**config.mk**
```make
export PLATFORM = sky130hd
export DESIGN_NAME = accel_tilt_average_monitor_core_flat
export DESIGN_NICKNAME = d
export VERILOG_FILES = /design/src/rtl/atam_pkg.sv /design/src/rtl/atam_if.sv /design/src/rtl/atam_angle.sv /design/src/rtl/accel_tilt_average_monitor_core.sv /design/src/flat_wrapper.sv
export SDC_FILE = /design/constraint.sdc
export NUM_CORES = 2
export LEC_CHECK = 0
export BUFFER_PORTS_ARGS = -buffer_cell sky130_fd_sc_hd__clkbuf_2
export CAP_MARGIN = 20
export CORE_UTILIZATION = 40
export CTS_BUF_LIST = sky130_fd_sc_hd__clkbuf_4 sky130_fd_sc_hd__clkbuf_8 sky130_fd_sc_hd__clkbuf_16
export DETAILED_ROUTE_END_ITERATION = 8
export PLACE_DENSITY = 0.62
export SYNTH_ARGS = -nofsm -noshare
export SYNTH_HDL_FRONTEND = slang
export SYNTH_SLANG_ARGS = --single-unit
```
**constraint.sdc**
```tcl
create_clock -name clk -period 13.2 [get_ports clk]
set_input_delay 1.98 -clock clk [delete_from_list [all_inputs] [get_ports clk]]
set_output_delay 1.98 -clock clk [all_outputs]
set_load 0.03 [all_outputs]
```
**src/rtl/atam_pkg.sv**
```systemverilog
`default_nettype none
// ----------------------------------------------------------------------------
// atam_pkg: shared types and constants
// Types, CORDIC arctangent table and sequencer states for the tilt monitor.
// ----------------------------------------------------------------------------
package atam_pkg;

  localparam int unsigned CORDIC_STEPS = 16;
  localparam int unsigned ANGLE_W = 17;
  localparam logic signed [16:0] ANGLE_MAX = 17'sd11520;
  localparam logic [1:0] REG_PITCH_ZERO = 2'd0;
  localparam logic [1:0] REG_ROLL_ZERO  = 2'd1;
  localparam logic [1:0] REG_TILT_LIMIT = 2'd2;

  typedef enum logic [2:0] {
    ST_IDLE,
    ST_SQRT,
    ST_CORDIC,
    ST_NEXT,
    ST_RING_RD,
    ST_UPDATE,
    ST_DIV,
    ST_OUT
  } state_t;

  typedef enum logic [1:0] {A_IDLE, A_SQ, A_ROOT, A_ROT} aphase_t;

  // Arctangent of 2^-i in units of 1/32768 degree.
  function automatic logic [20:0] atan_step(input logic [3:0] i);
    logic [20:0] v;
    unique case (i)
      4'd0:  v = 21'd1474560;
      4'd1:  v = 21'd870484;
      4'd2:  v = 21'd459940;
      4'd3:  v = 21'd233473;
      4'd4:  v = 21'd117189;
      4'd5:  v = 21'd58652;
      4'd6:  v = 21'd29333;
      4'd7:  v = 21'd14667;
      4'd8:  v = 21'd7334;
      4'd9:  v = 21'd3667;
      4'd10: v = 21'd1833;
      4'd11: v = 21'd917;
      4'd12: v = 21'd458;
      4'd13: v = 21'd229;
      4'd14: v = 21'd115;
      default: v = 21'd57;
    endcase
    return v;
  endfunction

endpackage
`default_nettype wire

```
**src/rtl/atam_if.sv**
```systemverilog
`default_nettype none
// ----------------------------------------------------------------------------
// atam_in_if / atam_out_if: request channels
// Valid/ready channels carrying one accelerometer sample or one result.
// ----------------------------------------------------------------------------
interface atam_in_if;
  logic valid;
  logic ready;
  logic signed [15:0] accel_x;
  logic signed [15:0] accel_y;
  logic signed [15:0] accel_z;
  modport source (output valid, accel_x, accel_y, accel_z, input ready);
  modport sink (input valid, accel_x, accel_y, accel_z, output ready);
endinterface

interface atam_out_if;
  logic valid;
  logic ready;
  logic signed [16:0] mean_pitch;
  logic signed [16:0] mean_roll;
  logic tilt_alarm;
  logic led_level;
  modport source (output valid, mean_pitch, mean_roll, tilt_alarm, led_level, input ready);
  modport sink (input valid, mean_pitch, mean_roll, tilt_alarm, led_level, output ready);
endinterface
`default_nettype wire

```
**src/rtl/atam_angle.sv**
```systemverilog
`default_nettype none
// ----------------------------------------------------------------------------
// atam_angle: iterative arctangent unit
// Bit-serial square root of a sum of squares, then 16 CORDIC vectoring steps.
// ----------------------------------------------------------------------------
module atam_angle
  import atam_pkg::*;
(
  input  wire logic               clk,
  input  wire logic               rst,
  input  wire logic               start,
  input  wire logic signed [16:0] num,
  input  wire logic signed [15:0] a,
  input  wire logic signed [15:0] b,
  output logic                    done,
  output logic signed [16:0]      angle
);

  aphase_t     phase, phase_next;
  logic [4:0]  cnt;
  logic [29:0] rem;       // root remainder
  logic [31:0] sq_b;
  logic [55:0] radicand;  // s << 24, shifted out two bits a step
  logic [27:0] root;
  logic signed [30:0] cx, cy;
  logic signed [24:0] cz;
  logic signed [16:0] num_q;
  logic [15:0] mag_a, mag_b;
  logic [31:0] sq_a;
  logic [31:0] rem_sh, trial, rem_diff;
  logic        root_bit;
  logic [27:0] root_next;
  logic [29:0] rem_next;
  logic signed [30:0] xs, ys;
  logic signed [24:0] zr;

  assign mag_a = a[15] ? 16'(-a) : 16'(a);
  assign mag_b = b[15] ? 16'(-b) : 16'(b);
  assign sq_a  = phase == A_IDLE ? mag_a * mag_a : mag_b * mag_b;
  assign rem_sh    = {rem, radicand[55:54]};
  assign trial     = {2'b00, root, 2'b01};
  assign rem_diff  = rem_sh - trial;
  assign root_bit  = rem_sh >= trial;
  assign rem_next  = root_bit ? rem_diff[29:0] : rem_sh[29:0];
  assign root_next = {root[26:0], root_bit};
  assign xs = cx >>> cnt[3:0];
  assign ys = cy >>> cnt[3:0];
  assign zr = (cz + 25'sd128) >>> 8;

  always_comb begin
    phase_next = phase;
    unique case (phase)
      A_IDLE: if (start) phase_next = A_SQ;
      A_SQ:   phase_next = A_ROOT;
      A_ROOT: if (cnt == 5'd27) phase_next = A_ROT;
      A_ROT:  if (cnt == 5'd16) phase_next = A_IDLE;
      default: phase_next = A_IDLE;
    endcase
  end

  always_ff @(posedge clk) begin
    done <= 1'b0;
    if (rst) begin
      phase <= A_IDLE;
      cnt   <= '0;
    end else begin
      phase <= phase_next;
      unique case (phase)
        A_IDLE: if (start) begin
          sq_b  <= sq_a;
          num_q <= num;
        end
        A_SQ: begin
          radicand <= {sq_b + sq_a, 24'd0};
          rem      <= '0;
          root     <= '0;
          cnt      <= '0;
        end
        A_ROOT: begin
          rem      <= rem_next;
          root     <= root_next;
          radicand <= {radicand[53:0], 2'b00};
          if (cnt == 5'd27) begin
            // CORDIC start values: X is the root, Y is the numerator with 12 fraction bits.
            cnt <= '0;
            cx  <= {3'b000, root_next};
            cy  <= {{2{num_q[16]}}, num_q, 12'd0};
            cz  <= '0;
          end else begin
            cnt <= cnt + 5'd1;
          end
        end
        default: begin
          if (cnt == 5'd16) begin
            if (num_q == 0) angle <= '0;
            else if (root == 0)
              angle <= num_q[16] ? -ANGLE_MAX : ANGLE_MAX;
            else if (zr > 25'(ANGLE_MAX)) angle <= ANGLE_MAX;
            else if (zr < -25'(ANGLE_MAX)) angle <= -ANGLE_MAX;
            else angle <= zr[16:0];
            done <= 1'b1;
          end else begin
            if (!cy[30]) begin
              cx <= cx + ys;
              cy <= cy - xs;
              cz <= cz + 25'(atan_step(cnt[3:0]));
            end else begin
              cx <= cx - ys;
              cy <= cy + xs;
              cz <= cz - 25'(atan_step(cnt[3:0]));
            end
            cnt <= cnt + 5'd1;
          end
        end
      endcase
    end
  end

endmodule
`default_nettype wire

```
**src/rtl/accel_tilt_average_monitor_core.sv**
```systemverilog
`default_nettype none
// ----------------------------------------------------------------------------
// accel_tilt_average_monitor_core: tilt angles with moving average and alarm
// Pitch and roll by a shared root/CORDIC unit, ring averaging, alarm and LED.
// ----------------------------------------------------------------------------
//  channel  dir  payload
//  in       in   accel_x, accel_y, accel_z
//  out      out  mean_pitch, mean_roll, tilt_alarm, led_level
//  cfg      in   cfg_we, cfg_index, cfg_data
// Each sample makes two passes through the angle unit (load, 28 root steps,
// CORDIC steps, hand-off), plus accept, start, ring read, update, divide and output.
// Reset is synchronous; after it the rings are cleared before a sample is accepted.
// A waiting result blocks new samples until it is taken.
module accel_tilt_average_monitor_core
  import atam_pkg::*;
#(
  parameter int unsigned WINDOW = 64
) (
  input  wire logic        clk,
  input  wire logic        rst,
  atam_in_if.sink          in_ch,
  atam_out_if.source       out_ch,
  input  wire logic        cfg_we,
  input  wire logic [1:0]  cfg_index,
  input  wire logic [15:0] cfg_data
);

  localparam int unsigned AW = (WINDOW > 1) ? $clog2(WINDOW) : 1;
  localparam int unsigned TW = ANGLE_W + AW;
  // Totals stay below 2^(16+AW) in magnitude, so this reciprocal is exact.
  localparam int unsigned RS = 16 + 2 * AW;
  localparam logic [TW-1:0] RECIP =
    TW'(((64'd1 << RS) + 64'(WINDOW) - 64'd1) / 64'(WINDOW));

  state_t state, state_next;
  logic signed [15:0] pitch_zero, roll_zero;
  logic [15:0] tilt_limit;
  logic signed [15:0] sx, sy, sz;
  logic second;
  logic ang_start, ang_done;
  logic signed [16:0] ang_num, ang_out;
  logic signed [15:0] ang_a, ang_b;
  logic signed [16:0] pitch, roll;
  logic signed [16:0] pitch_ring [WINDOW];
  logic signed [16:0] roll_ring [WINDOW];
  logic signed [16:0] old_p, old_r;
  logic [AW-1:0] ring_slot, clr_slot;
  logic clearing;
  logic ring_we;
  logic [AW-1:0] ring_wa;
  logic signed [16:0] ring_wp, ring_wr;
  logic signed [TW-1:0] pitch_total, roll_total;
  logic [TW-1:0] p_mag, r_mag;
  logic [2*TW-1:0] p_prod, r_prod;
  logic [16:0] p_quo, r_quo;
  logic signed [16:0] mp, mr;
  logic led_bit;

  always_ff @(posedge clk) begin
    if (rst) begin
      pitch_zero <= '0;
      roll_zero  <= '0;
      tilt_limit <= 16'd1280;
    end else if (cfg_we) begin
      unique case (cfg_index)
        REG_PITCH_ZERO: pitch_zero <= cfg_data;
        REG_ROLL_ZERO:  roll_zero  <= cfg_data;
        REG_TILT_LIMIT: tilt_limit <= cfg_data;
        default: ;
      endcase
    end
  end

  atam_angle u_angle (
    .clk, .rst, .start(ang_start), .num(ang_num), .a(ang_a), .b(ang_b),
    .done(ang_done), .angle(ang_out)
  );

  assign ang_num = second ? 17'(sx) : -17'(sz);
  assign ang_a   = second ? sy : sx;
  assign ang_b   = second ? sz : sy;

  always_comb begin
    state_next = state;
    unique case (state)
      ST_IDLE:    if (in_ch.valid && in_ch.ready) state_next = ST_SQRT;
      ST_SQRT:    state_next = ST_CORDIC;
      ST_CORDIC:  if (ang_done) state_next = second ? ST_RING_RD : ST_NEXT;
      ST_NEXT:    state_next = ST_CORDIC;
      ST_RING_RD: state_next = ST_UPDATE;
      ST_UPDATE:  state_next = ST_DIV;
      ST_DIV:     state_next = ST_OUT;
      ST_OUT:     if (out_ch.ready) state_next = ST_IDLE;
      default:    state_next = ST_IDLE;
    endcase
  end

  always_comb begin
    in_ch.ready  = (state == ST_IDLE) && !clearing;
    out_ch.valid = (state == ST_OUT);
    ang_start    = (state == ST_SQRT) || (state == ST_NEXT);
  end

  // Truncating divide by WINDOW: scale the magnitude by the reciprocal, then restore the sign.
  assign p_mag  = pitch_total[TW-1] ? TW'(-pitch_total) : TW'(pitch_total);
  assign r_mag  = roll_total[TW-1] ? TW'(-roll_total) : TW'(roll_total);
  assign p_prod = p_mag * RECIP;
  assign r_prod = r_mag * RECIP;
  assign p_quo  = p_prod[RS +: 17];
  assign r_quo  = r_prod[RS +: 17];

  // One write port shared by the clearing pass and the ring update.
  always_comb begin
    ring_we = clearing || (state == ST_UPDATE);
    ring_wa = clearing ? clr_slot : ring_slot;
    ring_wp = clearing ? 17'sd0 : pitch;
    ring_wr = clearing ? 17'sd0 : roll;
  end

  always_ff @(posedge clk) begin
    if (ring_we) begin
      pitch_ring[ring_wa] <= ring_wp;
      roll_ring[ring_wa]  <= ring_wr;
    end
    if (state == ST_RING_RD) begin
      old_p <= pitch_ring[ring_slot];
      old_r <= roll_ring[ring_slot];
    end
  end

  always_ff @(posedge clk) begin
    if (rst) begin
      state <= ST_IDLE;
      ring_slot <= '0;
      clr_slot <= '0;
      clearing <= 1'b1;
      pitch_total <= '0;
      roll_total <= '0;
      led_bit <= 1'b0;
      second <= 1'b0;
    end else begin
      state <= state_next;
      if (clearing) begin
        clr_slot <= clr_slot + 1'b1;
        if (AW'(clr_slot) == AW'(WINDOW - 1)) clearing <= 1'b0;
      end
      if (state == ST_IDLE && in_ch.valid && in_ch.ready) begin
        sx <= in_ch.accel_x;
        sy <= in_ch.accel_y;
        sz <= in_ch.accel_z;
        second <= 1'b0;
      end
      if (state == ST_CORDIC && ang_done) begin
        if (second) roll <= ang_out - 17'(roll_zero);
        else begin
          pitch <= ang_out - 17'(pitch_zero);
          second <= 1'b1;
        end
      end
      if (state == ST_UPDATE) begin
        pitch_total <= pitch_total + TW'(pitch) - TW'(old_p);
        roll_total  <= roll_total + TW'(roll) - TW'(old_r);
        ring_slot <= (AW'(ring_slot) == AW'(WINDOW - 1)) ? '0 : ring_slot + 1'b1;
      end
      if (state == ST_DIV) begin
        mp <= pitch_total[TW-1] ? -$signed(p_quo) : $signed(p_quo);
        mr <= roll_total[TW-1] ? -$signed(r_quo) : $signed(r_quo);
      end
      if (state == ST_OUT && out_ch.ready && out_ch.tilt_alarm) led_bit <= ~led_bit;
    end
  end

  always_comb begin
    out_ch.mean_pitch = mp;
    out_ch.mean_roll  = mr;
    out_ch.tilt_alarm = ((mp[16] ? -mp : mp) > $signed({1'b0, tilt_limit}))
                     || ((mr[16] ? -mr : mr) > $signed({1'b0, tilt_limit}));
    out_ch.led_level  = led_bit ^ out_ch.tilt_alarm;
  end

`ifndef NO_ASSERTIONS
  a_no_accept_busy: assert property (@(posedge clk) disable iff (rst)
    (state != ST_IDLE) |-> !in_ch.ready) else $error("accept while busy");
  a_out_hold: assert property (@(posedge clk) disable iff (rst)
    (out_ch.valid && !out_ch.ready) |=> out_ch.valid) else $error("result lost");
  a_clear_idle: assert property (@(posedge clk) disable iff (rst)
    clearing |-> !in_ch.ready) else $error("accept during clear");
`endif

endmodule
`default_nettype wire

```
**src/flat_wrapper.sv**
```systemverilog
// flat-port wrapper written by rule: the top's interface ports become plain ports
module accel_tilt_average_monitor_core_flat import atam_pkg::*;
#(
  parameter int unsigned WINDOW = 64
)
  (clk, rst, cfg_we, cfg_index, cfg_data, in_ch_valid, in_ch_accel_x, in_ch_accel_y, in_ch_accel_z, in_ch_ready, out_ch_valid, out_ch_mean_pitch, out_ch_mean_roll, out_ch_tilt_alarm, out_ch_led_level, out_ch_ready);
  atam_in_if in_ch_i ();
  atam_out_if out_ch_i ();
  input  wire logic clk;
  input  wire logic rst;
  input  wire logic cfg_we;
  input  wire logic [1:0] cfg_index;
  input  wire logic [15:0] cfg_data;
  input wire logic [$bits(in_ch_i.valid)-1:0] in_ch_valid;
  input wire logic [$bits(in_ch_i.accel_x)-1:0] in_ch_accel_x;
  input wire logic [$bits(in_ch_i.accel_y)-1:0] in_ch_accel_y;
  input wire logic [$bits(in_ch_i.accel_z)-1:0] in_ch_accel_z;
  output wire logic [$bits(in_ch_i.ready)-1:0] in_ch_ready;
  output wire logic [$bits(out_ch_i.valid)-1:0] out_ch_valid;
  output wire logic [$bits(out_ch_i.mean_pitch)-1:0] out_ch_mean_pitch;
  output wire logic [$bits(out_ch_i.mean_roll)-1:0] out_ch_mean_roll;
  output wire logic [$bits(out_ch_i.tilt_alarm)-1:0] out_ch_tilt_alarm;
  output wire logic [$bits(out_ch_i.led_level)-1:0] out_ch_led_level;
  input wire logic [$bits(out_ch_i.ready)-1:0] out_ch_ready;
  assign in_ch_i.valid = in_ch_valid;
  assign in_ch_i.accel_x = in_ch_accel_x;
  assign in_ch_i.accel_y = in_ch_accel_y;
  assign in_ch_i.accel_z = in_ch_accel_z;
  assign in_ch_ready = in_ch_i.ready;
  assign out_ch_valid = out_ch_i.valid;
  assign out_ch_mean_pitch = out_ch_i.mean_pitch;
  assign out_ch_mean_roll = out_ch_i.mean_roll;
  assign out_ch_tilt_alarm = out_ch_i.tilt_alarm;
  assign out_ch_led_level = out_ch_i.led_level;
  assign out_ch_i.ready = out_ch_ready;
  accel_tilt_average_monitor_core #(.WINDOW(WINDOW)) u_core (.clk(clk), .rst(rst), .in_ch(in_ch_i), .out_ch(out_ch_i), .cfg_we(cfg_we), .cfg_index(cfg_index), .cfg_data(cfg_data));
endmodule
```
After elaboration in Yosys (flattened, before gate mapping)
Memory sizes are Yosys's and may differ from the RTL's. A register that Yosys moved wholly into a read port is not among the register bits. Cells that the tools add are included.

Output and inout port bits: 38. Word-level logic and storage cells: 204. Bits in writable memories: 2176. Input port bits: 71. Register bits after elaboration: 503. Memory bits (read-only): 672. Memories: 4.

Memory list: u_core.pitch_ring (depth 64, bits a word 17, read ports 1, clocked after Yosys merged registers in 1, wr ports 1, line accel_tilt_average_monitor_core.sv:44) `logic signed [16:0] pitch_ring [WINDOW];`; u_core.roll_ring (depth 64, bits a word 17, read ports 1, clocked after Yosys merged registers in 1, wr ports 1, line accel_tilt_average_monitor_core.sv:45) `logic signed [16:0] roll_ring [WINDOW];`; (no name shown) (depth 16, bits a word 21, read ports 1, clocked after Yosys merged registers in 1, wr ports 0, line atam_pkg.sv:31) `unique case (i)`; (no name shown) (depth 16, bits a word 21, read ports 1, clocked after Yosys merged registers in 1, wr ports 0, line atam_pkg.sv:31).

Bitwise gates (word level): 7. Reductions and logical operators: 35. Shifts and indexed selects: 2. Order comparisons: 5. Equality and inequality tests: 24. Multiplexer cells: 68. Multipliers: 2. Add/subtract/negate cells: 27.

Operator list (count): $mux W17 (11); $mux W31 (6); $mux W21 (8); $pmux W31 S2 (2); $pmux W56 S2 (1); $mux W25 (3); $neg A17 Y17 (4); $mul A16 B16 Y32 (2); $mux W16 (4); $add A31 B31 Y31 (2); $sshr A31 B4 Y31 (2); $sub A31 B31 Y31 (2); $pmux W30 S2 (1); $pmux W28 S2 (1); $pmux W25 S2 (1); $add A23 B17 Y23 (2); $mux W23 (2); $neg A23 Y23 (2); $sub A23 B17 Y23 (2); $gt A17 B17 Y1 (2); $sub A17 B16 Y17 (2); $add A32 B32 Y32 (1); $ge A32 B30 Y1 (1); $logic_not A32 Y1 (1); other kinds (46) (105).

Logic depth before layout (Yosys ltp)
Depth after elaboration: 8. Depth in mapped cells: 49. Gate-level depth less buffers: 42.

By module
A second synthesis with hierarchy kept.

Cells, all modules: 9103. Area, all modules: 136567.2 um^2.

By module, submodules not included: accel_tilt_average_monitor_core (instances 1, seq. area each 72089.1 um^2, cells each 5047, area each 99593.0 um^2); atam_angle (instances 1, seq. area each 7847.5 um^2, cells each 4056, area each 36974.2 um^2).

Worst setup path after synthesis
OpenSTA, ideal clock, no wires.

Path type: register to register. Start point: register u_core.second. End point: register u_core.u_angle.radicand[55] (data pin). Data arrival time: 11.619 ns. Data required time: 12.940 ns. Cell stages (with the launch flop): 48. Library setup time: 0.260 ns. Period minus slack after synthesis: 11.879 ns. Buffers on the path: 8. Setup slack: 1.321 ns. Cells stage by stage: dfxtp_1 > buf_2 > clkbuf_1 > buf_2 > buf_1 > buf_1 > buf_2 > mux2_2 > inv_1 > buf_1 > ha_1 > o211ai_1 > and2_1 > xnor2_1 > clkbuf_1 > nand2_1 > fa_1 > inv_1 > [12 not listed] > o311ai_0 > o21ai_0 > a21o_1 > a21oi_1 > xor2_1 > mux2i_1 > ha_1 > a21oi_1 > nor2b_1 > o21ai_0 > nand2b_1 > nor3_1 > a21oi_1 > and4_1 > a2111o_1 > a21oi_1 > xnor3_1 > mux2_2.

Word-level cells in the longest chain between the ends: 7. Elaborated cells between the ends (all ways): 11. Those cells by class: 3 x add/sub; 2 x mul; 6 x mux.

RTL lines: start: declaration (line accel_tilt_average_monitor_core.sv:39) `logic second;`; start signal: assignment (line accel_tilt_average_monitor_core.sv:140) `second <= 1'b0;`; start signal: assignment (line accel_tilt_average_monitor_core.sv:151) `second <= 1'b0;`; start signal: assignment (line accel_tilt_average_monitor_core.sv:157) `second <= 1'b1;`; $mux W16 (on tied branches) (line accel_tilt_average_monitor_core.sv:81, accel_tilt_average_monitor_core.sv:80); $neg A16 Y16 (on tied branches) (line atam_angle.sv:38, atam_angle.sv:37); $mux W16 (on tied branches) (line atam_angle.sv:38, atam_angle.sv:37); $mul A16 B16 Y32 (line atam_angle.sv:39) `assign sq_a = phase == A_IDLE ? mag_a * mag_a : mag_b * mag_b;`; $mux W32 * (line atam_angle.sv:39); named net u_core.u_angle.sq_a[23] (line atam_angle.sv:29) `logic [31:0] sq_a;`; $add A32 B32 Y32 * (line atam_angle.sv:74) `radicand <= {sq_b + sq_a, 24'd0};`; $pmux W56 S2 * (line atam_angle.sv:68) `unique case (phase)`; end signal: assignment (line atam_angle.sv:74); end signal: assignment (line atam_angle.sv:82) `radicand <= {radicand[53:0], 2'b00};`; end: declaration (line atam_angle.sv:23) `logic [55:0] radicand;`.

The timed path passes the listed nets; every way through them passes the cells marked *. The select of a mux whose other input is x is not followed. A chain may end at the register's enable or synchronous reset.

Final worst setup path
Same ends and word-level chain as after synthesis.

==> out/summary.txt <==
OUTCOME
-----------------------------------------------------------------------------------------------
Status ........................................................................... finished, final reports clean

SYNTH
-----------------------------------------------------------------------------------------------
Warnings from Yosys ..............................................................            0
Share of synthesized flip-flops with an asynchronous set or reset ................           0%
Cell types with the largest area share after synthesis ........................... edfxtp_1, mux4_2, fa_1
Cells after synthesis ............................................................        9,012
Combinational family with the most area after synthesis .......................... multiplexers
Post-synthesis mux area share ....................................................       13.90%
Synth top area share .............................................................       56.75%
Number of synthesized register bits ..............................................        2,709
Share of the synthesized netlist area taken by xor and xnor gates ................       2.884%
Post-synthesis cell type count ...................................................           99
Post-Synth Simple-Gate Area ......................................................       5.978%
Cell area after synthesis ........................................................  135,900 um2
Average cell area after synthesis ................................................    15.08 um2
Cell taking the most area after synthesis ........................................     edfxtp_1
Primary flip-flop cell chosen by synthesis mapping ...............................     edfxtp_1
EDFF count, synth ................................................................        2,568
Adder-cell area share of the yosys netlist .......................................       9.839%
Area fraction in compound gates after synthesis ..................................       5.370%
Sequential element share of the synthesized area .................................       58.82%

DIE
-----------------------------------------------------------------------------------------------
Top-level I/O count ..............................................................          109
Core Box Area ....................................................................  337,400 um2
Vertical die dimension ...........................................................     584.9 um
Number of standard-cell rows in the floorplan ....................................          213
Starting density of the core .....................................................       40.28%
Die ar. ..........................................................................  342,100 um2
Die Width ........................................................................     584.9 um

GLOBAL ROUTE
-----------------------------------------------------------------------------------------------
Total Routing Usage GR ...........................................................       20.65%
Initial antenna violation count ..................................................           27
Wire length of the first global-routing pass .....................................   527,500 um
Vias in the first global route ...................................................       79,870
Pin count of the biggest net entering global routing .............................          145
Global route overflow ............................................................            0

CLOCKING
-----------------------------------------------------------------------------------------------
Clock sink total .................................................................        2,709
Clock input transition at the sequential cells of the worst setup and hold paths .      0.06 ns
Total setup buffers inserted after CTS ...........................................            0
Number of levels the H-tree was split into .......................................            5
Number of hold buffers added after CTS ...........................................            0
Root buffer cell .................................................................    clkbuf_16
TritonCTS clock tree .............................................................          yes
Source-to-sink clock delay at the later pin of the worst-skew pair ...............      0.87 ns
Number of gates resized after CTS ................................................            0
Total clock buffers created by CTS ...............................................          286
Clock buffer depth ...............................................................            4

SETUP PATH
-----------------------------------------------------------------------------------------------
Critical Path Max Stage Delay ....................................................      0.77 ns
Type of element capturing the critical path ......................................         flop
Category of the worst setup path launch point ....................................         flop
Register-to-register path setup slack ............................................      1.01 ns
Launching element of the worst setup path ........................................ u_core.second
Origin of the critical flop-to-flop path ......................................... u_core.second
Max FO, Critical Path ............................................................           54
Crit path kind ...................................................................      reg2reg
Data required time at the worst endpoint .........................................     13.74 ns
Highest-delay cell along the critical path .......................................      dfxtp_4
Reg2Reg Capture Point ............................................................ u_core.u_angle.radicand[55]
Capturing element of the worst setup path ........................................ u_core.u_angle.radicand[55]
Endpoint arrival time on the critical path .......................................     12.73 ns
Worst Reg-to-Reg Cells ...........................................................           40

DRT
-----------------------------------------------------------------------------------------------
Remaining number of nets flagged by the antenna check after routing ..............            0
Residual DRC .....................................................................            0
Vias per std cell ................................................................        5.610
Vias .............................................................................       78,610
Number of DRC markers after the initial detailed-route iteration .................        7,633
Detailed-route wire length per cell ..............................................     25.33 um
Aggregate routed wire length .....................................................   354,900 um
1st-pass router iterations .......................................................            5

FLOW RUN
-----------------------------------------------------------------------------------------------
Max_cap viols ....................................................................            0

STA
-----------------------------------------------------------------------------------------------
Shortest period the worst path allows ............................................     12.19 ns
Slew headroom ....................................................................       25.14%
Slew Limit Fails .................................................................            0
Period utilisation layout ........................................................       92.35%
RSZ-0062 raised after global routing .............................................        false
Maximum achievable frequency .....................................................    82.03 MHz
Final count of hold timing violations ............................................            0
Final clock skew .................................................................   0.08076 ns
Setup TNS Final ..................................................................         0 ns
Slew @ Worst Pin .................................................................     1.119 ns
Final number of setup-violating endpoints ........................................            0

PLACEMENT
-----------------------------------------------------------------------------------------------
Global placement routability congestion ..........................................       0.9044
HPWL after detailed placement ....................................................   233,200 um
Number of port buffers ...........................................................          108
Placed inst area .................................................................  143,000 um2

FINAL LAYOUT
-----------------------------------------------------------------------------------------------
Commonest cells after routing, fill and taps aside ............................... edfxtp_1, inv_1, mux4_2, nand2_1, nor2_1
Finished layout cell area ........................................................  152,800 um2
Synth-to-layout area growth ......................................................       12.45%
Final-stage net count ............................................................       10,180
Fraction of layout instances using a drive strength above 1 ......................       18.28%
Commonest non-fill, non-tap cell in the layout ...................................     edfxtp_1

HOLD PATH
-----------------------------------------------------------------------------------------------
Worst hold-check path type .......................................................      reg2reg

PWR
-----------------------------------------------------------------------------------------------
Pwr dens ......................................................................... 139.4 nW/um2
Pwr Total ........................................................................    21,310 uW
Leak pwr .........................................................................   0.04817 uW
Max rail drop VDD ................................................................    0.1098 mV

cell usage after synthesis (all sizes together), types with 91 or more instances:
master / count
a21o: 152
nand3: 91
nor2: 586
nor3: 104
xor2: 150
edfxtp: 2568
a21oi: 383
clkbuf: 235
inv: 793
nand2: 655
dfxtp: 141
fa: 371
o21ai: 260
mux4: 788
ha: 475
buf: 106
xnor2: 294
sequential cells by signal, summed over array words and instances, names as in the netlist, 25 cells and up, named ones only:
signal / count
u_core.u_angle.cx: 31
u_core.u_angle.radicand: 32
u_core.u_angle.sq_b: 31
u_core.u_angle.rem: 30
u_core.pitch_ring: 1088
u_core.u_angle.cz: 25
u_core.u_angle.cy: 31
u_core.u_angle.root: 28
u_core.roll_ring: 1088
worst max-delay path: cells and delay by family, from the launching register on:
kind | cells | cell delay, ns
buffers and inverters | 7 | 1.39
AO/OA/AOI/OAI | 12 | 2.87
AND/OR/NAND/NOR | 6 | 0.88
XOR/XNOR | 3 | 1.13
multiplexers | 3 | 0.84
flip-flops | 1 | 0.77
adder cells (fa/ha/maj) | 9 | 4.03
worst min path at each step:
stage | slack [ns] | to | cells after the start | start
final | 0.46 | u_core.pitch_zero[11] | 2 | u_core.pitch_zero[11]
after global routing | 0.47 | u_core.tilt_limit[2] | 2 | u_core.tilt_limit[2]
after CTS | 0.46 | u_core.pitch_zero[8] | 2 | u_core.pitch_zero[8]
after detailed placement | 0.45 | u_core.roll_zero[12] | 2 | u_core.roll_zero[12]
after global placement | 0.44 | u_core.roll_zero[8] | 2 | u_core.roll_zero[8]
after floorplan | 0.44 | u_core.pitch_zero[10] | 2 | u_core.pitch_zero[10]
power breakdown:
group / switching, uW / internal (uW)
clock: 3360 / 4790
combinational: 1950 / 1460
sequential: 132 / 9610
total: 5450 / 15900
per-stage QoR:
| step | setup slack [ns] | std cells | hold slack [ns] | util [%] |
|---|---|---|---|---|
| floorplan | 1.321 | 9032 | 0.4363 | - |
| global placement | 1.265 | 13470 | 0.4426 | 42.35 |
| detailed placement | 1.199 | 13470 | 0.4486 | 42.38 |
| CTS | 1.101 | 13980 | 0.4569 | 45.18 |
| global route | 0.3551 | 14010 | 0.4732 | 45.28 |
| finish | 1.010 | 14010 | 0.4553 | 45.29 |
per-layer routing:
| layer | global-route usage (%) | routed length (um) |
|---|---|---|
| met1 | 27.99 | 148100 |
| met2 | 34.49 | 174100 |
| met3 | 3.001 | 21940 |
| met4 | 6.216 | 10740 |
| met5 | 0 | 0 |
cells by family (layout without fill, tap and decap cells):
family / count (synthesis) / count (layout)
buffers and inverters: 1145 / 1595
adders and majority gates: 846 / 846
DFF: 2709 / 2709
AOI/OAI and AO/OA: 1166 / 1166
xor gates and xnor gates: 445 / 445
muxes: 895 / 895
and+or+nand+nor: 1804 / 1804
other: 2 / 38
cell type report:
class                           count  area [um2]
Antenna cell                       16       40.04
Clock buffer                      355        7925
Clock inverter                    151        1529
Fill cell                       29240      184600
Inverter                          804        3025
Multi-Input combinational cell   5178       52480
Sequential cell                  2709       79970
Tap cell                         4515        5649
Timing Repair Buffer              285        2188
Note: power is estimated with default switching activity, not from simulation.
